`config.mk`:
```
export PLATFORM = sky130hd
export DESIGN_NAME = lbm_udiv
export DESIGN_NICKNAME = d
export VERILOG_FILES = /design/src/hw/rtl/lbm_pkg.sv /design/src/hw/rtl/lbm_udiv.sv
export SDC_FILE = /design/constraint.sdc
export NUM_CORES = 2
export LEC_CHECK = 0
export BUFFER_PORTS_ARGS = -buffer_cell sky130_fd_sc_hd__buf_2
export CORE_MARGIN = 2
export CORE_UTILIZATION = 61
export CTS_CLUSTER_DIAMETER = 60
export CTS_CLUSTER_SIZE = 8
export DETAILED_ROUTE_END_ITERATION = 16
export MAX_ROUTING_LAYER = met4
export PLACE_DENSITY = 0.85
export SLEW_MARGIN = 0
export SYNTH_ARGS = -nofsm -noshare
export SYNTH_HDL_FRONTEND = slang
export SYNTH_MEMORY_MAX_BITS = 65536
export SYNTH_SLANG_ARGS = --single-unit
export TNS_END_PERCENT = 1
```
`constraint.sdc`:
```
create_clock -name clk -period 4.3 [get_ports clk]
set_input_delay 0.215 -clock clk [delete_from_list [all_inputs] [get_ports clk]]
set_output_delay 0.215 -clock clk [all_outputs]
set_load 0.02 [all_outputs]
```
`src/hw/rtl/lbm_pkg.sv`:
```
`default_nettype none
package lbm_pkg;

  localparam int NPOP = 9;
  localparam int WORD_W = 32;
  localparam int RELAX_W = 30;
  localparam int FRAC_BITS_DEF = 28;
  localparam logic [RELAX_W-1:0] RELAX_RESET = 30'd474267590;

  // Velocity divider: momentum magnitude width and one quotient bit per stage.
  localparam int MAG_W = 34;
  localparam int UDIV_STEPS = 33;
  localparam int UDIV_LAT = UDIV_STEPS + 2;

  // Width of rounded products and of the saturating inputs.
  localparam int PROD_W = 66;
  localparam int SAT_W = 72;

  // Divider by the constant weight denominators. Twice every denominator is
  // nine shifted left by WT_SH, so the dividend is shifted and then divided
  // by nine through a shift-and-add reciprocal with one final correction.
  localparam int CD_W = 48;
  localparam int CD_BW = 51;
  localparam int CLAMP_SH = 37;
  localparam int BIAS_SH = 36;

  localparam int DIR_X [NPOP] = '{0, 1, 0, -1, 0, 1, -1, -1, 1};
  localparam int DIR_Y [NPOP] = '{0, 0, 1, 0, -1, 1, 1, -1, -1};
  localparam int WT_NUM [NPOP] = '{4, 1, 1, 1, 1, 1, 1, 1, 1};
  localparam int WT_DEN [NPOP] = '{9, 9, 9, 9, 9, 36, 36, 36, 36};
  localparam int WT_SH [NPOP] = '{1, 1, 1, 1, 1, 3, 3, 3, 3};
  localparam int OPP [NPOP] = '{0, 3, 4, 1, 2, 7, 8, 5, 6};

  typedef logic signed [WORD_W-1:0] word_t;

  typedef enum logic [1:0] {
    KIND_FLUID    = 2'd0,
    KIND_OBSTACLE = 2'd1,
    KIND_BOTTOM   = 2'd2,
    KIND_TOP      = 2'd3
  } kind_t;

  typedef struct packed {
    word_t pop_0;
    word_t pop_1;
    word_t pop_2;
    word_t pop_3;
    word_t pop_4;
    word_t pop_5;
    word_t pop_6;
    word_t pop_7;
    word_t pop_8;
    kind_t cell_kind;
  } item_t;

  typedef struct packed {
    word_t post_0;
    word_t post_1;
    word_t post_2;
    word_t post_3;
    word_t post_4;
    word_t post_5;
    word_t post_6;
    word_t post_7;
    word_t post_8;
    word_t density;
    word_t velocity_x;
    word_t velocity_y;
  } result_t;

  typedef struct packed {
    word_t [NPOP-1:0] pop;
    kind_t kind;
    word_t rho;
    word_t ux;
    word_t uy;
  } carry_t;

  localparam logic signed [SAT_W-1:0] SMAX_W = SAT_W'(64'sh7FFF_FFFF);
  localparam logic signed [SAT_W-1:0] SMIN_W = -SMAX_W - SAT_W'(1);

  function automatic word_t sat32(input logic signed [SAT_W-1:0] v);
    word_t r;
    if (v > SMAX_W) begin
      r = SMAX_W[WORD_W-1:0];
    end else if (v < SMIN_W) begin
      r = SMIN_W[WORD_W-1:0];
    end else begin
      r = v[WORD_W-1:0];
    end
    return r;
  endfunction

endpackage
`default_nettype wire

```
`src/hw/rtl/lbm_udiv.sv`:
```
`default_nettype none
// Pipelined fractional divider: quo = sat(+-(num * 2^FRAC_BITS / den)),
// truncated toward zero, one quotient bit per stage.
module lbm_udiv #(
  parameter int FRAC_BITS = lbm_pkg::FRAC_BITS_DEF
) (
  input  wire logic                       clk,
  input  wire logic [lbm_pkg::MAG_W-1:0]  num,
  input  wire logic [lbm_pkg::WORD_W-2:0] den,
  input  wire logic                       neg,
  input  wire logic                       zero,
  output lbm_pkg::word_t                  quo
);

  localparam int STEPS = lbm_pkg::UDIV_STEPS;
  localparam int NW = lbm_pkg::MAG_W + FRAC_BITS;
  localparam int HW = NW - STEPS;
  localparam int DW = lbm_pkg::WORD_W - 1;
  localparam int CW = (HW > DW) ? HW : DW;

  logic [NW-1:0] nn;
  logic [HW-1:0] hi;

  logic [lbm_pkg::WORD_W-1:0] rem [0:STEPS];
  logic [STEPS-1:0] low [0:STEPS];
  logic [STEPS-1:0] q [0:STEPS];
  logic [DW-1:0] dn [0:STEPS];
  logic ovf [0:STEPS];
  logic sg [0:STEPS];
  logic zr [0:STEPS];

  assign nn = {num, FRAC_BITS'(0)};
  assign hi = nn[NW-1:STEPS];

  always_ff @(posedge clk) begin
    rem[0] <= lbm_pkg::WORD_W'(hi);
    low[0] <= nn[STEPS-1:0];
    q[0] <= '0;
    dn[0] <= den;
    // The quotient reaches 2^33 exactly when the upper part is not below den.
    ovf[0] <= (CW'(hi) >= CW'(den));
    sg[0] <= neg;
    zr[0] <= zero;
  end

  for (genvar j = 1; j <= STEPS; j++) begin : g_step
    logic [lbm_pkg::WORD_W:0] t;
    logic ge;
    assign t = {rem[j-1], low[j-1][STEPS-1]};
    assign ge = (t >= (lbm_pkg::WORD_W + 1)'(dn[j-1]));
    always_ff @(posedge clk) begin
      rem[j] <= ge ? lbm_pkg::WORD_W'(t - (lbm_pkg::WORD_W + 1)'(dn[j-1]))
                   : t[lbm_pkg::WORD_W-1:0];
      low[j] <= {low[j-1][STEPS-2:0], 1'b0};
      q[j] <= {q[j-1][STEPS-2:0], ge};
      dn[j] <= dn[j-1];
      ovf[j] <= ovf[j-1];
      sg[j] <= sg[j-1];
      zr[j] <= zr[j-1];
    end
  end

  localparam logic [STEPS-1:0] POS_LIM = STEPS'(33'h0_7FFF_FFFF);
  localparam logic [STEPS-1:0] NEG_LIM = STEPS'(33'h0_8000_0000);

  lbm_pkg::word_t quo_next;

  always_comb begin
    if (zr[STEPS]) begin
      quo_next = '0;
    end else if (!sg[STEPS]) begin
      if (ovf[STEPS] || (q[STEPS] > POS_LIM)) begin
        quo_next = 32'sh7FFF_FFFF;
      end else begin
        quo_next = q[STEPS][lbm_pkg::WORD_W-1:0];
      end
    end else begin
      if (ovf[STEPS] || (q[STEPS] > NEG_LIM)) begin
        quo_next = 32'sh8000_0000;
      end else begin
        quo_next = -q[STEPS][lbm_pkg::WORD_W-1:0];
      end
    end
  end

  always_ff @(posedge clk) begin
    quo <= quo_next;
  end

endmodule
`default_nettype wire

```
== Word-level counts from Yosys, hierarchy flattened ==
Memory sizes are Yosys's and may differ from the RTL's.
Cells that the tools add are included.
Storage, ports and cells
  register bits after elaboration: 32
  latch bits: 0
  memory bits (writable): 4454
  bits in read-only memories: 0
  bits of input ports: 68
  output and inout bits: 32
  word-level logic and storage cells: 116
  memories kept: 7
Operators by class
  add/sub/neg operators: 34
  $mul: 0
  divide/modulo/power cells: 0
  order comparisons: 36
  equal/unequal tests: 0
  shift operators: 0
  mux-type cells: 36
  bitwise gates (word level): 0
  reductions and logical operators: 2
Memory list
  q: words 34, width 33, read ports 34, clocked after Yosys merged registers in 0, wr ports 34, RTL line lbm_udiv.sv:26  | logic [STEPS-1:0] q [0:STEPS];
  low: words 34, width 32, read ports 33, clocked after Yosys merged registers in 0, wr ports 34, RTL line lbm_udiv.sv:25  | logic [STEPS-1:0] low [0:STEPS];
  rem: words 34, width 32, read ports 33, clocked after Yosys merged registers in 0, wr ports 34, RTL line lbm_udiv.sv:24  | logic [lbm_pkg::WORD_W-1:0] rem [0:STEPS];
  dn: words 34, width 31, read ports 33, clocked after Yosys merged registers in 0, wr ports 34, RTL line lbm_udiv.sv:27  | logic [DW-1:0] dn [0:STEPS];
  ovf: words 34, width 1, read ports 34, clocked after Yosys merged registers in 0, wr ports 34, RTL line lbm_udiv.sv:28  | logic ovf [0:STEPS];
  sg: words 34, width 1, read ports 34, clocked after Yosys merged registers in 0, wr ports 34, RTL line lbm_udiv.sv:29  | logic sg [0:STEPS];
  1 more memories
Operators with widths (number)
  $mux W32: 36
  $ge A33 B31 Y1: 33
  $sub A32 B31 Y32: 33
  $gt A33 B31 Y1 const B: 1
  $gt A33 B32 Y1 const B: 1
  $neg A32 Y32: 1
  $ge A29 B31 Y1: 1
  $logic_or A1 B1 Y1: 2

== Logic depth before layout (Yosys ltp) ==
An unclocked memory read counts as a cell.
  depth in word-level cells: 5
  depth in mapped cells: 15
  gate-level depth less buffers: 13

== Least setup slack after synthesis ==
OpenSTA, ideal clock, no wires.
  kind: register to register
  start point: mem dn[15][1] (netlist bit)
  end point: mem rem[16][16] (netlist bit)
  setup time: 0.123 ns
  data arrival time: 3.032 ns
  required time: 4.177 ns
  setup slack: 1.145 ns
  cell stages (with the launch flop): 14
  path buffers: 2
  clock period less this slack: 3.155 ns
  cell sequence: dfxtp_1 -> inv_1 -> ha_1 -> nor2b_1 -> o31a_1 -> o31a_1 -> a41oi_2 -> o22ai_1 -> o31ai_2 -> o21bai_1 -> a211o_1 -> buf_2 -> buf_2 -> mux2_1
RTL lines (RTL line)
  start: declaration: lbm_udiv.sv:27
  end: declaration: lbm_udiv.sv:24

==> flow_summary.json <==
{
  "status": "finished, final reports clean",
  "core_area_sq_um": 202000,
  "ctsResizeCount": 0,
  "fin_nets": 14900,
  "final_hold_viol_count": 0,
  "pwr-share-comb": 0.464,
  "setup_violations": 0,
  "place.gp.congestion": 1.01,
  "cts_hold_buffers": 133,
  "whs_ns": 0.0496,
  "ys_seq_area_frac": 0.451,
  "use_met1": 0.314,
  "hold_class": "primary input to flip-flop",
  "async_flop_share": 0,
  "r2r_setup_slack_ns": 0.27,
  "fin_crit_sh": 0.937,
  "worst_slew_pin_slew_ns": 1.40,
  "p_int_mw": 75.7,
  "cp-start-kind": "flip-flop",
  "syn_inst": 13400,
  "vias_per_cell": 5.85,
  "gr-max-usage-layer": "met2",
  "p_per_area_nw_per_um2": 890,
  "power_switching_mw": 48.0,
  "yosysTopAreaCell": "dfxtp_1",
  "root_buffer": "clkbuf_16",
  "skew_ns": 0.120,
  "layout-drive-gt1-share": 0.0715,
  "fp.dieArea_sq_um": 206000,
  "setup_tns_ns": 0,
  "drc_errors": 0,
  "cp-end-kind": "flip-flop",
  "wl_per_cell_microns": 19.0,
  "grt_pass1_vias": 96700,
  "switching_share": 0.388,
  "post-cts-setup-buffers": 0,
  "slew_headroom": 0.0535,
  "synth_cell_types": 107,
  "synth_area_leaders": "dfxtp_1 (45%), ha_1 (11%), a21oi_1 (5.1%)",
  "drv_cap": 0,
  "num_io_pins": 100,
  "critPathKind": "flip-flop to flip-flop",
  "max_freq_mhz": 248,
  "crit_required_ns": 5.13,
  "yosysWarnings": 0,
  "dp_hpwl_microns": 229000,
  "worst_skew_pair.late_latency_ns": 1.02,
  "p_clk_frac": 0.218,
  "cts_tree": "built",
  "ant_nets": 0,
  "initial_core_util": 0.612,
  "synth_top_flop_cell": "dfxtp_1",
  "syn_avg_cell_area_sq_um": 9.22,
  "num_vias": 96500,
  "synth_edf_count": 0,
  "drtIter0Drc": 7406,
  "yosys.area.top_type_share": 0.451,
  "power_mw": 124,
  "ir_drop_uv": 532,
  "syn-cell-area_sq_um": 124000,
  "min_period_ns": 4.03,
  "ys_ff_latch": 2786,
  "cts_buffer_depth": 4,
  "wl_microns": 313000,
  "synth_nets": 14600,
  "grt_max_degree": 64,
  "die_h_microns": 454,
  "grt_util_met3": 0.0494,
  "placementRows": 165,
  "grt.overflow.total": 0,
  "crit_arrival_ns": 4.86,
  "p_leak_nw": 64.0,
  "h-tree-depth": 5,
  "crit_fanout": 23,
  "areaGrowthSynthToFinish_pct": 12.5,
  "antenna_found_initial": 12,
  "die_w_microns": 454,
  "clkTransAtPathRegs_ns": 0.05,
  "rsz0062_at_grt": "false",
  "numClockSinks": 2786,
  "io_buffer_count": 99,
  "grt_first_pass_wirelength_microns": 494000,
  "seq_power_share": 0.318,
  "grt_usage": 0.306,
  "use_met2": 0.541,
  "dr.pass1.iters": 8,
  "cts_buffers": 401,
  "slew_violations": 0
}
## final timing paths
path              from     endpoint  cells after the start
max          dn[22][3]  rem[23][18]                     12
min reg2reg  dn[3][24]    dn[4][24]                      0
max reg2reg  dn[22][3]  rem[23][18]                     12
min            den[10]    dn[0][10]                      2
## logic make-up after synthesis
group / Yosys count / synth area share
compound gates: 3687 / 0.185
xor+xnor: 844 / 0.0598
fa+ha+maj: 1084 / 0.112
simple gates: 3059 / 0.117
flops: 2786 / 0.451
mux: 258 / 0.0234
buf+inv: 1680 / 0.0517
## sequential cells by signal (all words and copies together) (netlist names)
signal and flops:
quo 32, sg 34, dn 1023, low 15, rem 1053, ovf 34, zr 34, q 561
## cells in the final DEF, fill, tap and decap left out, types with 36 or more instances in the layout
master,n
xor2_1,375
and3_1,88
mux2_2,235
buf_4,76
nand2_1,924
o21bai_1,127
nor3_1,153
o31a_1,40
ha_1,1052
buf_2,100
o21a_1,138
and2_1,55
a21o_1,487
or3_1,68
nand2b_1,182
dfxtp_1,2786
o21ai_0,914
nor2_1,853
a21oi_1,1259
or2_2,36
dlygate4sd3_1,133
nand4_1,177
o211ai_1,59
nor2b_1,176
xnor2_1,469
a31oi_1,96
o31ai_1,77
nand3_1,199
nor4_1,36
inv_1,1341
a211oi_1,64
clkbuf_16,405
## critical path, stage by stage (launching register included)
cell and delay (ns):
dfxtp_1 0.32, inv_1 0.05, ha_1 0.39, nand3_1 0.14
o211a_1 0.30, o41ai_1 0.61, a21oi_1 0.33, o211ai_1 0.37
a311o_1 0.30, a311o_2 0.59, buf_4 0.28, nor2_1 0.06
a21oi_1 0.12
## synth_stat cells, types with 98 or more instances
cell and n:
ha_1 1052, o21a_1 138, a31oi_1 98, nor2b_1 176, nand4_1 177, xor2_1 375, mux2_2 235, nor2_1 854
o21ai_0 916, a21oi_1 1262, xnor2_1 469, nand3_1 199, a21o_1 487, o21bai_1 127, nor3_1 153, nand2_1 925
inv_1 1341, dfxtp_1 2786, clkbuf_1 270, nand2b_1 182
## metrics by stage
stage	cell area (sq um)	std cells	setup WS [ns]	utilization
after global placement	127000	15900	0.375	0.631
after detailed placement	127000	15900	0.476	0.631
final	139000	16500	0.271	0.689
after global routing	139000	16500	0.0574	0.689
after floorplan	124000	13400	1.14	-
after CTS	139000	16500	0.343	0.689
## final cells by class
class | count | area [sq um]
Multi-Input combinational cell | 8932 | 61600
Antenna cell | 9 | 22.5
Fill cell | 14800 | 62800
Clock inverter | 16 | 235
Inverter | 1343 | 5040
Tap cell | 2672 | 3340
Sequential cell | 2786 | 55800
Clock buffer | 407 | 10200
Timing Repair Buffer | 327 | 2760
## power by group through the flow
stage               registers (mW)  logic, mW  clock network (mW)
CTS                           39.2       56.6                27.4
floorplan                     37.4       43.6                   0
global placement              39.2       54.4                   0
detailed placement            39.4       55.4                   0
global route                  39.9       63.4                28.4
finish                        39.3       57.4                27.0
## per-layer routing
| metal | wire [microns] | share of wire |
|---|---|---|
| met2 | 156000 | 0.50 |
| met3 | 18100 | 0.058 |
| met5 | 0 | 0 |
| met1 | 116000 | 0.37 |
| met4 | 22400 | 0.072 |
Power figures use the tool's default switching activity.
